<file path="src/rtl/core/vvpe_alu.sv">
// Shared value unit: saturating add and strict greater-than compare.
module vvpe_alu #(
  parameter int VW = 24
) (
  input  logic [VW-1:0] op_a,
  input  logic [VW-1:0] op_b,
  output logic [VW-1:0] sat_sum,
  output logic          a_gt_b
);

  logic [VW:0] sum;

  assign sum     = {1'b0, op_a} + {1'b0, op_b};
  // Clamp at all ones on carry out.
  assign sat_sum = sum[VW] ? {VW{1'b1}} : sum[VW-1:0];
  assign a_gt_b  = op_a > op_b;

endmodule

</file>
<file path="config.mk">
export PLATFORM = sky130hd
export DESIGN_NAME = vvpe_alu
export DESIGN_NICKNAME = d
export VERILOG_FILES = /design/src/rtl/core/vvpe_alu.sv
export SDC_FILE = /design/constraint.sdc
export NUM_CORES = 1
export LEC_CHECK = 0
export ABC_AREA = 0
export CAP_MARGIN = 20
export CORE_MARGIN = 3
export CORE_UTILIZATION = 60
export DETAILED_ROUTE_END_ITERATION = 10
export DONT_BUFFER_PORTS = 1
export PLACE_DENSITY = 0.81
export SYNTH_ARGS = -nofsm -noshare
export SYNTH_HDL_FRONTEND = slang
export SYNTH_SLANG_ARGS = --single-unit
export TNS_END_PERCENT = 30
</file>
<file path="constraint.sdc">
create_clock -name vclk -period 2.4
set_input_delay 0.24 -clock vclk [all_inputs]
set_output_delay 0.24 -clock vclk [all_outputs]
set_load 0.02 [all_outputs]
</file>
---- Word level (Yosys, flattened, before mapping) ----
Index checks and enable logic that the tools add are counted.
operators by class
  $add $sub $neg .......................... 1
  order comparisons ....................... 1
  mux-type cells .......................... 1
operator list
  cell                            number
  adder 24 x 24 -> 25 bit         1
  greater-than comparator 24 bit  1
  two-way mux 24 bit              1
word-level totals
  register bits after elaboration ......... 0
  bits of input ports ..................... 48

---- Longest topological paths before layout ----
Gate-level depths: netlist of run 1.
  word-level depth ........................ 2
  gate-level depth with buffers ........... 11

---- Least setup slack after synthesis of run 1 ----
Ideal clock, no wire load.
  path kind ............................... input to output
  start ................................... input port op_a[0]
  end ..................................... output port sat_sum[0]
  data arrival time ....................... 2.356 ns
  required time ........................... 2.160 ns
  slack ................................... -0.196 ns
  stages .................................. 10
  path through ............................ ha_1 fa_1 nor2b_1 o211ai_1 a31oi_2 or3_1 a21oi_2 o31a_4 buf_6 nand2_1
between the ends
  cells in the longest elaborated chain, start to end .. 2
RTL lines
  what                     line  source
  start, declared          5     input logic [VW-1:0] op_a,
  adder 24 x 24 -> 25 bit  13    assign sum = {1'b0, op_a} + {1'b0, op_b};
  two-way mux 24 bit       15    assign sat_sum = sum[VW] ? {VW{1'b1}} : sum[VW-1:0];
  end, declared            7     output logic [VW-1:0] sat_sum,
Every way passes these cells.

---- Final worst setup path of run 1 ----
  start ................................... input port op_a[0]
  end ..................................... output port sat_sum[20]
The elaborated chain is that of the path after synthesis.

==> run_results.csv, run 1 <==
group,metric,value,unit
worst_setup_path,cpPeakStageDelay,0.34,ns
cells_and_area,antenna_cells,0,
grt,grt_usage,24.4,%
synthesis,syn_inst,296,
synthesis,synth_top_area_share,30.3,%
place,placed_cells,367,
synthesis,syn_area_per_cell,6.70,sq um
cells_and_area,nets,426,
synthesis,ys_seq_area_share,0,%
synthesis,synthTopCellsByArea,"ha_1 (30%), inv_1 (7.6%), nor2_1 (7.2%)",
grt,grt.overflow.total,0,
worst_setup_path,crit_path_frequent_cell,"buf_4",
worst_setup_path,endpoint_kind,"primary output",
timing,worst_pin_slew,0.463,ns
grt,grt_max_degree,10,
floorplanning,rows,20,
worst_setup_path,path_cells,"ha_4 > fa_2 > nor2b_4 > o211ai_1 > a31oi_2 > or3_1 > a21oi_2 > buf_4 > nand4_1 > o2111ai_2 > buf_4",
timing,finalSetupViolations,23,
routing,wl_per_cell,14.7,microns
worst_hold_path,min_path_cells,2,
worst_setup_path,crit_path_top_delay_cell,"or3_1",
cells_and_area,seq_cell_count,0,
worst_hold_path,hold_class,"in -> out",
floorplanning,coreArea,3100,sq um
place,post-place-ws,-0.115,ns
grt,grt_pass1_vias,2106,
routing,drt-initial-drc-count,130,
floorplanning,die_w,63.5,microns
cells_and_area,area_delta_synth_final,24.3,%
routing,via_count,2211,
routing,drtAntennaViolNets,0,
worst_setup_path,start_kind,"input port",
run,maxCapViolCount,0,
synthesis,synth_common_cells,"ha_1 (48), inv_1 (40), nor2_1 (38), nand2_1 (28), a21oi_1 (19)",
power_and_ir_drop,peakVddDrop,0.000194,V
synthesis,yosysMostFrequentCell,"ha_1",
routing,drt-total-wl,5450,microns
timing,hold_viol_final,0,
synthesis,yosysWarnings,0,
timing,layout_setup_ws,-0.130,ns
timing,min_period_over_period,105,%
routing,drc_errors,0,
timing,maxSlewViolCount,0,
timing,max_slew_margin,68.7,%
floorplanning,pin_count,73,
floorplanning,die_y,63.5,microns
worst_hold_path,holdPathEnd,"sat_sum[0]",
cells_and_area,drive_above_1_share,24.8,%
timing,grt_setup_unrepaired,"true",
outcome,run_status,"finished, violations left",
synthesis,synthesis.nets,393,
worst_setup_path,required,2.16,ns
outcome,failed_checks,"setup timing",
power_and_ir_drop,p_leak,0.00125,uW
routing,routed_via_density,5.96,
synthesis,synth_cell_type_count,45,
place,routabilityCongestion,0.919,
cells_and_area,final-seq-area,0,sq um
place,portBuffers,0,
floorplanning,initial_core_util,63.9,%
grt,grt_pass1_wl,8420,microns
floorplanning,dieArea,4030,sq um
routing,dr.pass1.iters,4,
worst_setup_path,crit_arrival,2.29,ns
place,hpwl,4500,microns
cells_and_area,final_cell_count_no_fill,371,
synthesis,yosysTopAreaCell,"ha_1",
timing,period_minus_slack,2.53,ns
grt,antenna_found_initial,0,
timing,max_freq,395,MHz
worst_setup_path,critical_path_class,"in -> out",
power_and_ir_drop,power.density,316,nW/um^2
synthesis,syn_area,1980,sq um
worst_hold_path,hp-start,"op_b[0]",
cells_and_area,clkbuf_count,0,
worst_setup_path,crit_fanout,3,
[power breakdown]
group / switching (uW) / internal (uW)
Combinational: 464 / 315
Clock: 0 / 0
Sequential: 0 / 0
Total: 464 / 315
[critical path, delay by kind of cell]
| kind | cells | cell delay (ns) |
|---|---|---|
| AO/OA/AOI/OAI | 4 | 0.68 |
| AND/OR/NAND/NOR | 3 | 0.57 |
| buffers and inverters | 2 | 0.32 |
| adder cells (fa/ha/maj) | 2 | 0.47 |
[metrics by stage]
step | total power, uW | hold slack, ns | utilization (%) | setup TNS, ns | area [sq um]
final | 779 | 0.717 | 79.4 | -1.79 | 2460
after global routing | 843 | 0.739 | 79.4 | -3.27 | 2460
after CTS | 736 | 0.727 | 76.5 | -0.267 | 2370
after detailed placement | 708 | 0.726 | 75.0 | -1.20 | 2330
after global placement | 701 | 0.718 | 75.0 | -0.386 | 2330
after floorplan | 527 | 0.696 | - | -1.25 | 2040
[layout make-up]
type | instances | area (sq um)
fillers | 265 | 638
well taps | 44 | 55.1
multi-input cells | 246 | 1930
inverters | 41 | 154
repair buffers | 40 | 324
[cell usage in the layout, fill, tap and decap left out, types with 3 or more instances in the layout]
cell type / count
a21oi_1: 18
a21o_1: 5
ha_1: 47
inv_1: 40
a211oi_1: 3
nand2_1: 8
xor2_1: 4
nor2b_1: 10
o211ai_1: 3
nor2_1: 38
nor3_1: 3
or3_1: 4
nand4_1: 8
nand3_1: 4
nand2_2: 18
a31oi_2: 3
nand2b_1: 5
o31ai_1: 4
buf_4: 37
xnor2_1: 14
o21ai_0: 13
[how the worst max path moves through the flow]
stage	start	end	slack, ns
CTS	op_a[0]	sat_sum[20]	-0.09
detailed placement	op_a[0]	sat_sum[20]	-0.11
global route	op_a[0]	sat_sum[20]	-0.18
finish	op_a[0]	sat_sum[20]	-0.13
floorplan	op_a[0]	sat_sum[12]	-0.06
global placement	op_a[0]	sat_sum[20]	-0.05
[what timing repair did]
action | CTS | global route
hold buffers | 0 | 0
resized for setup | 14 | 13
hold endpoints to repair | 0 | 0
pin swaps | 1 | 7
buffers inserted | 1 | 3
gates cloned | 0 | 0
setup endpoints to repair | 21 | 24
[logic make-up (layout without fill, tap and decap cells)]
kind of cell             after synthesis  in the layout  synth area share (%)
AND/OR/NAND/NOR                      105            105                  24.3
buffers and inverters                 50             81                  10.3
XOR/XNOR                              19             19                  8.39
adder cells (fa/ha/maj)               49             49                  31.3
AO/OA/AOI/OAI                         73             73                  25.7
[layer usage]
layer | vias up | GRT usage (%) | share of wire (%) | wire length, microns
li1 | 1080 | - | - | -
met1 | 1019 | 28.4 | 38 | 2080
met2 | 106 | 49.4 | 53 | 2880
met3 | 6 | 1.78 | 8.2 | 445
met4 | 0 | 1.89 | 0.62 | 34
met5 | - | 0 | 0 | 0
Power figures use the tool's default switching activity.
==> inputs of run 2 (changes only) <==
--- a/config.mk
+++ b/config.mk
@@ -11,7 +11,7 @@
 export CORE_UTILIZATION = 60
 export DETAILED_ROUTE_END_ITERATION = 10
 export DONT_BUFFER_PORTS = 1
-export PLACE_DENSITY = 0.81
+export PLACE_DENSITY_LB_ADDON = 0.12
 export SYNTH_ARGS = -nofsm -noshare
 export SYNTH_HDL_FRONTEND = slang
 export SYNTH_SLANG_ARGS = --single-unit
==> constraint.sdc (replaced) <==
create_clock -name vclk -period 3.15
set_input_delay 0.315 -clock vclk [all_inputs]
set_output_delay 0.315 -clock vclk [all_outputs]
set_load 0.02 [all_outputs]
==> run_results.csv, run 2 (synthesis results as in run 1) <==
group,metric,value,unit
place,portBuffers,0,
cells_and_area,layout_commonest_cell,"ha_1",
place,postPlaceCellArea,2020,sq um
worst_setup_path,crit_fanout,12,
timing,maxSlewViolCount,0,
cells_and_area,multi_input_area,1790,sq um
worst_setup_path,critical_path_class,"in -> out",
cells_and_area,final_cell_count_no_fill,336,
floorplanning,coreArea,3100,sq um
cts,cts_resized,0,
floorplanning,pin_count,73,
floorplanning,dieArea,4030,sq um
timing,period_minus_slack,2.99,ns
power_and_ir_drop,power.density,227,nW/um^2
outcome,run_status,"finished, final reports clean",
timing,grt_setup_unrepaired,"false",
worst_hold_path,hold_class,"in -> out",
timing,min_period_over_period,94.9,%
cells_and_area,clkbuf_count,0,
power_and_ir_drop,p_leak,0.00103,uW
run,maxCapViolCount,0,
cells_and_area,seq_cell_count,0,
timing,layout_setup_ws,0.161,ns
timing,max_slew_margin,56.2,%
worst_setup_path,required,2.83,ns
routing,routed_via_density,5.89,
cells_and_area,final_cell_mix,"ha_1 (48), inv_1 (40), nor2_1 (38)",
routing,drtAntennaViolNets,0,
cells_and_area,final-seq-area,0,sq um
cells_and_area,design_area,2030,sq um
floorplanning,die_w,63.5,microns
grt,grt_pass1_vias,1848,
timing,hold_viol_final,0,
cells_and_area,antenna_cells,0,
cells_and_area,area_delta_synth_final,2.27,%
grt,antenna_found_initial,0,
floorplanning,die_y,63.5,microns
cells_and_area,nets,391,
routing,drc_errors,0,
place,placed_cells,335,
grt,grt_max_degree,25,
grt,grt_pass1_wl,7690,microns
place,routabilityCongestion,0.881,
worst_setup_path,start_kind,"input port",
routing,dr.pass1.iters,4,
grt,grt_usage,22.3,%
timing,finalSetupViolations,0,
grt,grt.overflow.total,0,
worst_setup_path,crit_arrival,2.67,ns
cts,hold_buffers,0,
cts,post_cts_buffers,0,
timing,max_freq,335,MHz
timing,setup_tns,0,ns
worst_setup_path,endpoint_kind,"primary output",
cells_and_area,nFillCells,320,
routing,drt-initial-drc-count,148,
floorplanning,initial_core_util,63.9,%
timing,worst_pin_slew,0.650,ns
floorplanning,rows,20,
routing,wl_per_cell,14.6,microns
routing,drt-total-wl,4910,microns
place,hpwl,4190,microns
cells_and_area,drive_above_1_share,4.11,%
routing,via_count,1978,
power_and_ir_drop,peakVddDrop,0.000104,V
place,post-place-ws,0.0786,ns
[run 2: cell type report]
class,count,area share [%]
multi-input cells,247,88.2
well taps,44,2.71
inverters,41,7.59
repair buffers,4,1.48
[run 2: path summary, 6_finish.rpt]
path	from	end	slack, ns	cells after the start
max	op_a[0]	sat_sum[9]	0.16	9
min	op_b[0]	sat_sum[0]	0.90	2
[run 2: power breakdown]
group	switching, uW	internal, uW	total, uW
registers	0	0	0
clock network	0	0	0
logic	303	157	459
[run 2: critical path, stage by stage]
cell and delay, ns:
ha_1 0.20, fa_1 0.39, nor2b_1 0.17, o211ai_1 0.27, a31oi_2 0.19, or3_1 0.36
a21oi_2 0.21, o31a_2 0.34, nand2_1 0.22
[run 2: layer usage]
metal / wire length (microns) / global-route usage (%)
met5: 0 / 0
met2: 2320 / 39.8
met1: 2230 / 30.4
met4: 0 / 0
met3: 365 / 2.32
[run 2: per-stage QoR]
step	utilization (%)	hold WS (ns)	total power (uW)
global route	65.4	0.910	508
finish	65.4	0.896	459
global placement	65.0	0.905	451
floorplan	-	0.873	380
CTS	65.0	0.896	455
detailed placement	65.0	0.896	453
==> inputs of run 3 (changes only) <==
--- a/config.mk
+++ b/config.mk
@@ -7,6 +7,7 @@
 export LEC_CHECK = 0
 export ABC_AREA = 0
 export CAP_MARGIN = 20
+export CORE_ASPECT_RATIO = 0.8
 export CORE_MARGIN = 3
 export CORE_UTILIZATION = 60
 export DETAILED_ROUTE_END_ITERATION = 10
==> constraint.sdc (replaced) <==
create_clock -name vclk -period 3.6
set_input_delay 0.36 -clock vclk [all_inputs]
set_output_delay 0.36 -clock vclk [all_outputs]
set_load 0.02 [all_outputs]
==> run_results.csv, run 3 (synthesis results as in run 1) <==
group,metric,value,unit
floorplanning,coreArea,3130,sq um
routing,wl_per_cell,14.6,microns
timing,layout_setup_ws,0.331,ns
timing,maxSlewViolCount,0,
cells_and_area,final-seq-area,0,sq um
run,maxCapViolCount,0,
worst_setup_path,critical_path_class,"in -> out",
cts,cts_resized,0,
place,routabilityCongestion,0.923,
floorplanning,initial_core_util,63.3,%
worst_setup_path,start_kind,"input port",
timing,setup_tns,0,ns
power_and_ir_drop,combPwrFrac,100.0,%
timing,min_period_over_period,90.8,%
routing,drt-total-wl,4770,microns
cells_and_area,seq_cell_count,0,
routing,via_count,1993,
cts,hold_buffers,0,
routing,top_layer_used,"met3",
cells_and_area,clkbuf_count,0,
timing,period_minus_slack,3.27,ns
routing,drt-initial-drc-count,146,
worst_setup_path,endpoint_kind,"primary output",
floorplanning,dieArea,4040,sq um
power_and_ir_drop,p_sw,262,uW
place,post-place-ws,0.333,ns
place,placed_cells,328,
routing,drtAntennaViolNets,0,
grt,grt_usage,22.6,%
power_and_ir_drop,p_int,132,uW
cells_and_area,drive_above_1_share,2.78,%
grt,grt_pass1_wl,7820,microns
timing,worst_pin_slew,0.665,ns
routing,wl_met1,2290,microns
outcome,run_status,"finished, final reports clean",
cells_and_area,nets,387,
power_and_ir_drop,power.density,198,nW/um^2
timing,hold_viol_final,0,
floorplanning,die_w,70.3,microns
grt,grt_max_degree,25,
cells_and_area,layout_commonest_cell,"ha_1",
floorplanning,die_y,57.4,microns
timing,max_freq,306,MHz
floorplanning,pin_count,73,
timing,max_slew_margin,55.2,%
power_and_ir_drop,power_frac_seq,0,%
cts,post_cts_buffers,0,
cells_and_area,final_cell_count_no_fill,328,
timing,grt_setup_unrepaired,"false",
power_and_ir_drop,p_sw_share,66.5,%
grt,grt_pass1_vias,1836,
power_and_ir_drop,peakVddDrop,0.000105,V
worst_setup_path,required,3.24,ns
routing,routed-wl-met2,2130,microns
timing,finalSetupViolations,0,
place,portBuffers,0,
floorplanning,rows,18,
routing,dr.pass1.iters,5,
cells_and_area,area_delta_synth_final,0.379,%
worst_setup_path,crit_arrival,2.91,ns
routing,routed_via_density,6.08,
grt,grt.overflow.total,0,
grt,antenna_found_initial,0,
routing,drc_errors,0,
place,hpwl,4130,microns
cells_and_area,final_cell_mix,"ha_1 (48), inv_1 (40), nor2_1 (38)",
worst_setup_path,crit_fanout,24,
cells_and_area,antenna_cells,0,
power_and_ir_drop,p_leak,0.00101,uW
routing,dr_wl_met3,352,microns
worst_hold_path,hold_class,"in -> out",
power_and_ir_drop,p_clk_share,0,%
## run 3: cell types whose count changed in the layout (fill, tap and decap cells not counted), sizes merged
cell | before | now
buf | 4 | 1
o31a | 2 | 1
## run 3: worst max-delay path: stages
cell	delay, ns
ha_1	0.20
fa_1	0.37
nor2b_1	0.17
o211ai_1	0.26
a31oi_2	0.19
or3_1	0.36
a21oi_2	0.30
o31a_4	0.36
o2111ai_1	0.32
## run 3: final cells by class
cell class / count / area [sq um]
inverters: 41 / 154
multi-input cells: 246 / 1780
repair buffers: 1 / 7.51
fillers: 324 / 1140
well taps: 40 / 50.0
## run 3: final timing paths
| check | startpoint | to | depth (start not counted) |
|---|---|---|---|
| worst min-delay path | op_b[0] | sat_sum[0] | 2 |
| worst max-delay path | op_a[0] | sat_sum[20] | 9 |
## run 3: per-stage QoR
stage | power [uW] | util, % | hold WS [ns] | instance area, sq um
2_1_floorplan | 333 | - | 0.963 | 1980
3_3_place_gp | 387 | 63.6 | 1.00 | 1990
3_5_place_dp | 390 | 63.6 | 0.996 | 1990
4_1_cts | 391 | 63.6 | 0.996 | 1990
5_1_grt | 434 | 63.6 | 1.04 | 1990
6_report | 393 | 63.6 | 0.994 | 1990
## run 3: power by group through the flow
stage | Sequential [uW] | Clock [uW] | Combinational (uW)
3_5_place_dp | 0 | 0 | 390
6_report | 0 | 0 | 393
3_3_place_gp | 0 | 0 | 387
5_1_grt | 0 | 0 | 434
2_1_floorplan | 0 | 0 | 333
4_1_cts | 0 | 0 | 391
## run 3: per-layer routing
metal | vias to the layer above | GRT usage (%)
met4 | 0 | 0.273
met1 | 922 | 32.5
li1 | 1004 | -
met3 | 0 | 2.11
met2 | 67 | 38.8
met5 | - | 0
