## src/rtl/core/vvpe_pkg.sv

```systemverilog
// Shared types and constants of the vote volume peak extractor.
package vvpe_pkg;

  localparam int COORD_W   = 5;
  localparam int AMT_W     = 24;
  localparam int RAD_W     = 3;
  localparam int REACH_W   = 4;
  localparam int CFG_IDX_W = 2;
  localparam int CFG_W     = 24;

  typedef enum logic [2:0] {
    KIND_ADD     = 3'd0,
    KIND_SET     = 3'd1,
    KIND_FILL    = 3'd2,
    KIND_READ    = 3'd3,
    KIND_EXTRACT = 3'd4
  } kind_t;

  typedef enum logic [CFG_IDX_W-1:0] {
    CFG_RADIUS    = 2'd0,
    CFG_REACH     = 2'd1,
    CFG_THRESHOLD = 2'd2
  } cfg_idx_t;

  localparam logic [RAD_W-1:0]   RADIUS_RST    = 3'd3;
  localparam logic [REACH_W-1:0] REACH_RST     = 4'd3;
  localparam logic [AMT_W-1:0]   THRESHOLD_RST = 24'd0;

  // Walker control: load a new box, or step to the next cell of the box.
  typedef struct packed {
    logic start;
    logic advance;
  } walk_ctl_t;

endpackage

```

## src/rtl/core/vvpe_walker.sv

```systemverilog
// Box walker: steps x, y, z coordinates over a box, z fastest, x slowest.
module vvpe_walker import vvpe_pkg::*; #(
  parameter int CW = 5
) (
  input  logic          clk,
  input  walk_ctl_t     ctl,
  input  logic [CW-1:0] lo_x,
  input  logic [CW-1:0] hi_x,
  input  logic [CW-1:0] lo_y,
  input  logic [CW-1:0] hi_y,
  input  logic [CW-1:0] lo_z,
  input  logic [CW-1:0] hi_z,
  output logic [CW-1:0] x,
  output logic [CW-1:0] y,
  output logic [CW-1:0] z,
  output logic          last
);

  logic [CW-1:0] x_r, y_r, z_r;
  logic [CW-1:0] lo_y_r, lo_z_r, hi_x_r, hi_y_r, hi_z_r;

  // Latch the box on start; carry z into y and y into x on advance.
  always_ff @(posedge clk) begin
    if (ctl.start) begin
      x_r    <= lo_x;
      y_r    <= lo_y;
      z_r    <= lo_z;
      lo_y_r <= lo_y;
      lo_z_r <= lo_z;
      hi_x_r <= hi_x;
      hi_y_r <= hi_y;
      hi_z_r <= hi_z;
    end else if (ctl.advance) begin
      if (z_r == hi_z_r) begin
        z_r <= lo_z_r;
        if (y_r == hi_y_r) begin
          y_r <= lo_y_r;
          x_r <= x_r + CW'(1);
        end else begin
          y_r <= y_r + CW'(1);
        end
      end else begin
        z_r <= z_r + CW'(1);
      end
    end
  end

  assign x    = x_r;
  assign y    = y_r;
  assign z    = z_r;
  assign last = (x_r == hi_x_r) && (y_r == hi_y_r) && (z_r == hi_z_r);

endmodule

```

## config.mk

```make
export PLATFORM = sky130hd
export DESIGN_NAME = vvpe_walker
export DESIGN_NICKNAME = d
export VERILOG_FILES = /design/src/rtl/core/vvpe_pkg.sv /design/src/rtl/core/vvpe_walker.sv
export SDC_FILE = /design/constraint.sdc
export NUM_CORES = 1
export LEC_CHECK = 0
export ABC_AREA = 1
export BUFFER_PORTS_ARGS = -buffer_cell sky130_fd_sc_hd__buf_2
export CAP_MARGIN = 20
export CORE_MARGIN = 10
export CORE_UTILIZATION = 57
export DETAILED_ROUTE_END_ITERATION = 10
export GPL_ROUTABILITY_DRIVEN = 0
export GPL_TIMING_DRIVEN = 0
export PLACE_DENSITY = 0.84
export SLEW_MARGIN = 20
export SYNTH_ARGS = -nofsm -noshare
export SYNTH_HDL_FRONTEND = slang
export SYNTH_SLANG_ARGS = --single-unit
```

## constraint.sdc

```tcl
create_clock -name clk -period 2.7 [get_ports clk]
set_clock_uncertainty 0.1 [all_clocks]
set_input_delay 0.135 -clock clk [delete_from_list [all_inputs] [get_ports clk]]
set_output_delay 0.135 -clock clk [all_outputs]
set_load 0.02 [all_outputs]
```

**Word-level counts from Yosys, hierarchy flattened**

Cells that the tools add are included.

- Flip-flop bits (word level): 40
- Bits in latches: 0
- Memory bits (writable): 0
- Bits in read-only memories: 0
- Output and inout port bits: 16
- Memories: 0

- Add/subtract/negate cells: 3
- Multiply operators: 0
- Div/mod/pow operators: 0
- $lt $le $gt $ge: 0
- Eq/ne operators: 3
- Shift operators: 0
- Mux-type cells: 11
- Bitwise gates (word level): 0
- Reduce and logical (&&, ||, !) cells: 7

Operators by type and width:

| operator | count |
|---|---|
| two-way mux 5 bit | 11 |
| adder 5 x 1 -> 5 bit (second input constant) | 3 |
| == test 5 bit | 3 |
| nonzero test 2 bit | 3 |
| AND reduction 3 bit | 1 |
| logical AND 1 bit | 2 |
| AND reduction 2 bit | 1 |

**Depth between registers and ports, before layout**

Gate-level depths: netlist of the first run.

- Depth in word-level cells: 5
- Depth in mapped cells: 8

**Worst setup path after synthesis of the first run**

OpenSTA, ideal clock, no wires.

- Path type: flip-flop to flip-flop
- From: reg z_r[3], in the netlist z[3]
- To: reg x_r[0], in the netlist x[0], enable pin
- Library setup time: 346 ps
- Arrival time: 1324 ps
- Required time: 2254 ps
- Path slack: 930 ps
- Cell stages (with the launch flop): 6
- Cell sequence: edfxtp_1 -> nand2_1 -> nand2_2 -> nor2_8 -> nand4_1 -> o21ai_1

- Cells in the longest elaborated chain, start to end: 3

Ends and longest elaborated chain:

| item | RTL line | source |
|---|---|---|
| start: declaration | vvpe_walker.sv:19 | `logic [CW-1:0] x_r, y_r, z_r;` |
| start signal: assignment | vvpe_walker.sv:27 | `z_r <= lo_z;` |
| start signal: assignment | vvpe_walker.sv:35 | `z_r <= lo_z_r;` |
| start signal: assignment | vvpe_walker.sv:43 | `z_r <= z_r + CW'(1);` |
| == test 5 bit | vvpe_walker.sv:34 | `if (z_r == hi_z_r) begin` |
| nonzero test 2 bit (no line) | - |  |
| AND reduction 3 bit (no line) | - |  |
| end signal: assignment | vvpe_walker.sv:25 | `x_r <= lo_x;` |
| end signal: assignment | vvpe_walker.sv:38 | `x_r <= x_r + CW'(1);` |
| end: declaration | vvpe_walker.sv:19 |  |

Every way passes these cells.
A chain may end at the register's enable or synchronous reset.

**Worst setup path in the final report of the first run**

- From: reg z_r[0], in the netlist z[0]
- To: out last

- Cells in the longest elaborated chain, start to end: 2

Ends and longest elaborated chain:

| item | RTL line | source |
|---|---|---|
| == test 5 bit | vvpe_walker.sv:51 | `assign last = (x_r == hi_x_r) && (y_r == hi_y_r) && (z_r == hi_z_r);` |
| logical AND 1 bit | vvpe_walker.sv:51 |  |
| end: declaration | vvpe_walker.sv:16 | `output logic last` |

Every way passes these cells.

==> flow_metrics.tcl, run 1 <==
set metrics [dict create \
    fin_crit_sh_pct 73.3 \
    cts_setup_buffers 0 \
    drtAntennaViolNets 0 \
    netlist_area_sq_um 2060 \
    via_count 1648 \
    synth_edf_count 40 \
    use_met3_pct 4.45 \
    fin_crit_ns 1.98 \
    clockBufferDepth 2 \
    h-tree-depth 2 \
    ys.flop_type "edfxtp_1" \
    die_y_um 80.1 \
    synth_cell_types 23 \
    comb_power_share_pct 24.0 \
    grt_max_degree 28 \
    endpoint_kind "output pin" \
    via_per_inst 5.06 \
    seqPwrFrac_pct 56.4 \
    io_buffers 48 \
    clk_pin_slew_ns 0.11 \
    maxCapViolCount 0 \
    hold_path_class "input pin to register" \
    postCtsResizedCells 0 \
    drive_above_1_share_pct 26.4 \
    syn-num-nets 231 \
    start_util_pct 60.2 \
    ctsHoldBuffers 29 \
    rsz0062_at_grt "no" \
    grtUsageTotal_pct 15.2 \
    vdd_drop_max_uv 393 \
    grt-ovfl-total 0 \
    antenna_found_initial 0 \
    antenna_cells 0 \
    die_area_sq_um 6410 \
    fmax_mhz 505 \
    finalSetupTns_ns 0 \
    synth_area_leaders "edfxtp_1 58%, nand2_1 9.9%, inv_1 4.2%" \
    clock_latency_ns 0.33 \
    syn_to_final_growth_pct 31.0 \
    p_switching_uw 428 \
    async_flop_share_pct 0 \
    pwr-share-clk_pct 19.6 \
    synth_most_common_cell "nand2_1" \
    setup_viol 0 \
    nets 315 \
    cp_max_fo 7 \
    p_per_area_nw_per_um2 530 \
    grtUsageMet2_pct 25.8 \
    start_kind "register" \
    busiest_layer "met2" \
    yosysTopAreaCell "edfxtp_1" \
    yosys_warnings 0 \
    num-fill-cells 212 \
    hold_violations 0 \
    cts_tree "yes" \
    status "finished, final reports clean" \
    ios 49 \
    wl_per_cell_um 14.2 \
    cts_root_buf "clkbuf_4" \
    dp_hpwl_mm 3.11 \
    synth_seq_cells 40 \
    cts-buffers-inserted 5 \
    coreArea_sq_um 3420 \
    drcViolationCount 0 \
    sw_frac_of_total_pct 30.0 \
    leakagePower_uw 0.00123 \
    worst_pin_slew_ns 0.588 \
    rows 21 \
    grt_pass1_wl_mm 7.83 \
    drt-pass1-iter-count 4 \
    internal_power_uw 998 \
    path_class "register to output pin" \
    required_ns 2.47 \
    die_width_um 80.1 \
    synth_area_per_cell_sq_um 10.5 \
    drt_wl_total_mm 4.64 \
    maxSlewViolCount 0 \
    use_met1_pct 18.1 \
    postSynthCellCount 195 \
    arrival_ns 1.74 \
    synth_top_area_share_pct 58.4 \
    first_iter_violations 137 \
    timing.slew.headroom_pct 60.8 \
    place_ws_ns 0.816 \
    synth_common_cells "54 x nand2_1, 40 x edfxtp_1, 23 x inv_1" \
    worstSetupStartpoint "z[0]" \
    min_from "lo_x[4]" \
    grt_pass1_vias 1672 \
    ys_seq_area_share_pct 58.4 \
    cts_sinks 40 \
    final.setup.worst_slack_ns 0.720 \
    r2r-start "z[0]" \
]
==> per-layer routing <==
layer	vias to the layer above	wire, um
li1	821	-
met1	762	1870
met2	57	2360
met3	8	361
met4	0	53
met5	-	0
==> registers in the layout (all words and copies together) (netlist names) <==
signal  count
x           5
hi_x_r      5
lo_y_r      5
hi_y_r      5
z           5
lo_z_r      5
y           5
hi_z_r      5
==> logic make-up after synthesis <==
group	count (synthesis)	synth area share, %
and+or+nand+nor	101	25.6
xor gates and xnor gates	14	6.69
buffers and inverters	30	5.78
AOI/OAI and AO/OA	7	1.70
adders and majority gates	3	1.83
DFF	40	58.4
==> through the flow <==
stage / util (%) / total power [uW] / instance area, sq um / hold WS [ns] / instances
2_1_floorplan: - / 1020 / 2060 / 0.134 / 195
4_1_cts: 78.8 / 1430 / 2690 / 0.0234 / 326
6_report: 78.8 / 1430 / 2690 / 0.0269 / 326
3_5_place_dp: 68.9 / 1130 / 2350 / 0.213 / 289
3_3_place_gp: 68.9 / 1110 / 2350 / 0.212 / 289
5_1_grt: 78.8 / 1510 / 2690 / 0.0489 / 326
==> cell usage in the layout, fill, tap and decap left out, types with 2 or more instances in the layout <==
master | netlist | final
nand4_1 | 12 | 12
a21oi_1 | 3 | 3
nand2_2 | 4 | 4
clkbuf_4 | 0 | 5
dlygate4sd3_1 | 0 | 29
nor2_8 | 2 | 2
ha_1 | 3 | 3
xor2_1 | 7 | 7
edfxtp_1 | 40 | 40
nand3_1 | 16 | 16
nand2_1 | 54 | 54
nand3_4 | 2 | 2
o21ai_0 | 3 | 3
clkbuf_1 | 0 | 2
inv_2 | 4 | 4
nor2_4 | 2 | 2
inv_1 | 23 | 23
buf_2 | 2 | 50
xnor2_1 | 5 | 5
nor2_1 | 6 | 6
xnor2_2 | 2 | 2
==> final cells by class <==
class,instances,area [sq um],share of cell area (%)
Sequential cell,40,1200,44.6
Buffer,3,17.5,0.651
Tap cell,46,57.6,2.14
Clock buffer,7,45.0,1.67
Multi-Input combinational cell,125,736,27.3
Timing Repair Buffer,77,531,19.7
Clock inverter,1,3.75,0.139
Inverter,27,101,3.76
==> power by group through the flow <==
stage	registers, uW	clock network (uW)	logic (uW)
floorplan	839	0	186
global placement	814	0	299
detailed placement	818	0	307
global route	812	317	384
finish	805	279	342
CTS	804	284	340
==> final timing paths <==
check,end,slack (ns),cells past startpoint
min,x[4],0.03,3
max reg2reg,x[1],0.78,5
max,last,0.72,6
min reg2reg,z[3],0.57,4
==> worst max-delay path, stage by stage (launching register included) <==
cell      delay [ns]
edfxtp_1        0.50
nor2_1          0.14
nor2_1          0.08
nor2_4          0.19
nand3_4         0.13
nor3_2          0.18
buf_2           0.19
No activity file was read; power rests on OpenSTA's default activity.
==> inputs of run 2 (changes only) <==
Settings changed: ABC_AREA 1 to 0, CORE_UTILIZATION 57 to 52, PLACE_DENSITY 0.84 to 0.79.
Clock period 2.7 ns to 1.9 ns, I/O delays scaled along.
==> run 2 against run 1 <==
Net effect:
- via count decreased by 9.6%
- flip-flop and latch count did not move
- sequential share of layout area decreased by 0.85 points
- non-clock buffer count grew 14
- register-to-register slack worse by 0.66 ns
- clock power rose by 87%
- count of clock-buffer cells in the layout is 1 lower
- final cell count shrank 13%
- routed wire length rose by 1.5%
- hold slack worse by 0.0084 ns
- power up 56%
- first-iteration DRC count is 50% lower
- highest routed layer unchanged
==> flow_metrics.tcl, run 2 <==
set metrics [dict create \
    die_area_sq_um 6510 \
    comb_power_share_pct 25.2 \
    final_area_sq_um 2750 \
    worst_pin_slew_ns 0.609 \
    grt-ovfl-total 0 \
    reg2reg_setup_slack_ns 0.12 \
    setup_viol 0 \
    critical-path-slowest-cell "edfxtp_1" \
    via_count 1489 \
    clk_pin_slew_ns 0.07 \
    rows 21 \
    layout_common_cells "48 x buf_2, 40 x edfxtp_1, 28 x dlygate4sd3_1" \
    grtUsageTotal_pct 14.4 \
    maxCapViolCount 0 \
    netlist_area_sq_um 1910 \
    slowest_delay_ns 0.46 \
    antenna_found_initial 0 \
    p_per_area_nw_per_um2 813 \
    rr_worst_depth 6 \
    drt_wl_total_mm 4.71 \
    r2r-start "y[0]" \
    h-tree-depth 2 \
    critPathTopFamily "simple AND/OR/NAND/NOR gates" \
    drcViolationCount 0 \
    required_ns 1.70 \
    cts_tree "yes" \
    fin_crit_sh_pct 94.7 \
    yosys_warnings 0 \
    synth_edf_count 40 \
    ios 49 \
    fin_hold_ws_ns 0.0185 \
    pwr-share-clk_pct 23.4 \
    cp_max_fo 4 \
    clockBufferDepth 2 \
    coreArea_sq_um 3440 \
    io_buffers 48 \
    vdd_drop_max_uv 559 \
    antenna_cells 0 \
    grt_pass1_vias 1528 \
    crit_chain "xnor2_1, nand2_1, nor2_4, and3_1, buf_2" \
    seqPwrFrac_pct 51.5 \
    synth_seq_cells 40 \
    fin_crit_ns 1.80 \
    postSynthCellCount 142 \
    timing.slew.headroom_pct 59.4 \
    wl_per_cell_um 16.7 \
    synth_top_area_share_pct 62.7 \
    hold_path_class "input pin to register" \
    leakagePower_uw 0.00113 \
    maxSlewViolCount 0 \
    num-fill-cells 211 \
    r2r_end "y[4]" \
    synth_area_leaders "edfxtp_1 63%, xnor2_1 8.2%, xor2_1 2.7%" \
    drt-pass1-iter-count 4 \
    start_util_pct 55.6 \
    start_kind "register" \
    endpoint_kind "output pin" \
    internal_power_uw 1610 \
    async_flop_share_pct 0 \
    p_switching_uw 618 \
    cts_sinks 40 \
    yosysTopAreaCell "edfxtp_1" \
    ys.flop_type "edfxtp_1" \
    syn_to_final_growth_pct 43.4 \
    die_y_um 80.7 \
    clock_latency_ns 0.29 \
    dp_hpwl_mm 3.08 \
    whs_endpoint "x[0]" \
    drive_above_1_share_pct 37.7 \
    fmax_mhz 556 \
    grt_max_degree 30 \
    hold_violations 0 \
    grt_pass1_wl_mm 7.25 \
    drtAntennaViolNets 0 \
    via_per_inst 5.28 \
    final_common_cell "buf_2" \
    cts_root_buf "clkbuf_8" \
    status "finished, final reports clean" \
    first_iter_violations 68 \
    min_from "lo_x[0]" \
    die_width_um 80.7 \
    sw_frac_of_total_pct 27.7 \
    synth_area_per_cell_sq_um 13.5 \
    cts-buffers-inserted 5 \
    arrival_ns 1.60 \
    synth_common_cells "40 x edfxtp_1, 18 x xnor2_1, 9 x nand3_1" \
    path_class "register to output pin" \
    dpl-instance-area_sq_um 2210 \
    synth_most_common_cell "edfxtp_1" \
    syn-num-nets 178 \
    nets 272 \
    synth_cell_types 25 \
    ys_seq_area_share_pct 62.7 \
    worstPathBufferInverterCount 1 \
    hold_depth 3 \
]
## run 2: power by group through the flow
stage                     clock network (uW)  registers (uW)  logic [uW]
after detailed placement                   0            1160         426
after CTS                                526            1140         487
after global placement                     0            1150         411
final                                    522            1150         561
after global routing                     571            1160         608
after floorplan                            0            1190         249
## run 2: logic make-up after synthesis
logic type | after synthesis | synth area share (%)
fa+ha+maj | 3 | 1.96
flops | 40 | 62.7
simple gates | 30 | 7.58
mux | 1 | 0.588
compound gates | 32 | 12.2
buf+inv | 12 | 3.92
xor+xnor | 24 | 11.0
## run 2: layout make-up
cell class	count	area, sq um	share of cell area, %
flip-flops and latches	40	1200	43.8
multi-input cells	90	731	26.6
repair buffers	87	603	22.0
clock buffers	6	72.6	2.64
well taps	46	57.6	2.10
plain buffers	7	56.3	2.05
inverters	5	18.8	0.684
clock inverters	1	5.00	0.182
## run 2: metal layers
layer	routed length [um]	track usage [%]	vias up
met5	0	0	-
met4	81	4.84	0
met3	300	6.01	8
met2	2490	24.7	51
met1	1840	15.8	714
li1	-	-	716
## run 2: worst max-delay path by stage
stage,cells past startpoint,slack [ns],endpoint,start
finish,5,0.10,last,y[2]
global placement,4,0.10,y[0],z[3]
global route,5,-0.005,last,y[4]
floorplan,4,0.20,x[0],z[3]
detailed placement,4,-0.01,y[1],z[1]
CTS,5,0.001,last,y[3]
## run 2: repair_timing
| item | in CTS | in global routing |
|---|---|---|
| pin swaps | 0 | 1 |
| setup endpoints to repair | 11 | 1 |
| hold buffers | 28 | 0 |
| hold endpoints to repair | 28 | 0 |
| resized for setup | 5 | 10 |
| buffers inserted | 0 | 11 |
## run 2: worst min-delay path: stages
cell,delay [ns]
buf_2,0.07
nand2_1,0.04
o21ai_0,0.07
## run 2: through the flow
stage                     setup slack, ns  std cells  utilization (%)  TNS (ns)  power [uW]
after global placement              0.100        236             64.3         0        1560
after global routing             -0.00476        282             79.8  -0.00476        2340
after detailed placement          -0.0104        236             64.3   -0.0847        1580
final                               0.101        282             79.8         0        2230
after CTS                         0.00145        271             75.3         0        2160
after floorplan                     0.204        142                -         0        1440
==> inputs of run 3 (changes only) <==
Settings changed: CORE_UTILIZATION 52 to 56, PLACE_DENSITY 0.79 to 0.84.
Clock period 1.9 ns to 2.18 ns, I/O delays scaled along.
==> run 3 against run 2 <==
Net effect:
- clock power fell by 11%
- hold slack gained 0.067 ns
- combinational power shrank 24%
- sequential share of layout area increased by 2.4 points
- count of clock-buffer cells in the layout down 1
- final cell count shrank 2.8%
- via count shrank 1.5%
- first-iteration DRC count is 130% higher
- power decreased by 16%
- global-route usage grew 0.63 points
==> flow_metrics.tcl, run 3 (synthesis gave the netlist of run 2 again) <==
set metrics [dict create \
    crit_chain "xnor2_1, nand3_2, nor2_4, and3_1, buf_2" \
    grt_max_degree 30 \
    cp_max_fo 5 \
    setup_viol 0 \
    fin_crit_sh_pct 93.3 \
    die_y_um 78.5 \
    final_common_cell "buf_2" \
    drt_wl_total_mm 4.51 \
    antenna_cells 0 \
    reg2reg_setup_slack_ns 0.40 \
    fin_crit_ns 2.03 \
    slowest_delay_ns 0.48 \
    start_util_pct 57.8 \
    rows 21 \
    grtUsageTotal_pct 15.1 \
    grt_pass1_vias 1579 \
    finalSetupTns_ns 0 \
    top_layer "met4" \
    drcViolationCount 0 \
    r2r_end "y[1]" \
    clk_pin_slew_ns 0.12 \
    dp_hpwl_mm 3.08 \
    grt-ovfl-total 0 \
    start_kind "register" \
    wl_per_cell_um 16.4 \
    wl_met2_mm 2.39 \
    fmax_mhz 492 \
    layout_common_cells "48 x buf_2, 40 x edfxtp_1, 30 x dlygate4sd3_1" \
    path_class "register to output pin" \
    grt_pass1_wl_mm 7.42 \
    maxSlewViolCount 0 \
    cts_sinks 40 \
    antenna_found_initial 0 \
    rr_worst_depth 4 \
    ios 49 \
    wl_met1_mm 1.67 \
    leakagePower_uw 0.00103 \
    via_per_inst 5.35 \
    rsz0062_at_grt "no" \
    hold_violations 0 \
    arrival_ns 1.83 \
    cts_tree "yes" \
    drive_above_1_share_pct 29.8 \
    die_area_sq_um 6160 \
    maxCapViolCount 0 \
    route.met3.wl_um 323 \
    endpoint_kind "output pin" \
    vdd_drop_max_uv 553 \
    io_buffers 48 \
    drt-pass1-iter-count 5 \
    crit_end "last" \
    syn_to_final_growth_pct 35.9 \
    via_count 1466 \
    cts_root_buf "clkbuf_4" \
    required_ns 1.97 \
    worst_pin_slew_ns 0.603 \
    h-tree-depth 2 \
    r2r-start "z[3]" \
    p_per_area_nw_per_um2 724 \
    die_width_um 78.5 \
    first_iter_violations 155 \
    clockBufferDepth 2 \
    cts-buffers-inserted 5 \
    critical-path-slowest-cell "edfxtp_1" \
    clock_latency_ns 0.35 \
    worstSetupStartpoint "z[3]" \
    timing.slew.headroom_pct 59.8 \
    num-fill-cells 219 \
    fin_hold_ws_ns 0.0852 \
    hold_depth 2 \
    status "finished, final reports clean" \
    coreArea_sq_um 3310 \
    hold_path_class "input pin to register" \
    drtAntennaViolNets 0 \
    nets 263 \
]
[run 3: layout make-up]
class	instances	area (sq um)	area share, %
clock inverter	3	37.5	1.44
multi-input combinational	90	653	25.1
sequential	40	1200	46.2
tap	46	57.6	2.21
timing repair buffer	78	541	20.8
clock buffer	5	37.5	1.44
inverter	5	18.8	0.721
buffer	7	56.3	2.16
[run 3: worst min-delay path by stage]
stage                  from         to
finish               ctl[0]       z[2]
global route         ctl[0]       z[1]
global placement    hi_x[3]  hi_x_r[3]
detailed placement  hi_y[1]  hi_y_r[1]
CTS                  ctl[0]       z[2]
floorplan           hi_x[0]  hi_x_r[0]
[run 3: critical path, delay by kind of cell, from the launching register on]
| kind | cells | cell delay (ns) |
|---|---|---|
| buffers and inverters | 1 | 0.17 |
| AND/OR/NAND/NOR | 3 | 0.56 |
| flip-flops | 1 | 0.48 |
| XOR/XNOR | 1 | 0.26 |
[run 3: report_power, final]
part	switching, uW	internal [uW]	leakage [uW]	total (uW)
combinational	217	210	0.000600	426
sequential	60.7	933	0.000393	994
clock	230	234	0.0000403	464
total	507	1380	0.00103	1880
[run 3: stage by stage]
step / area, sq um / total power, uW / utilization [%] / cells / setup slack (ns)
finish: 2600 / 1880 / 78.6 / 274 / 0.146
global route: 2600 / 1980 / 78.6 / 274 / 0.00348
CTS: 2590 / 1880 / 78.2 / 274 / 0.0427
detailed placement: 2210 / 1380 / 66.8 / 236 / 0.325
global placement: 2210 / 1360 / 66.8 / 236 / 0.397
floorplan: 1910 / 1250 / - / 142 / 0.484
[run 3: repair_timing]
item	4_1_cts	5_1_grt
endpoints found under the hold margin	34	0
setup endpoints to repair	0	1
hold buffers	30	0
setup buffers	0	0
resized for setup	0	4
[run 3: routing by layer]
layer  global-route usage (%)  vias up
met2                     25.7       54
li1                         -      702
met5                        0        -
met3                     6.38       14
met4                     6.63        0
met1                     15.9      696
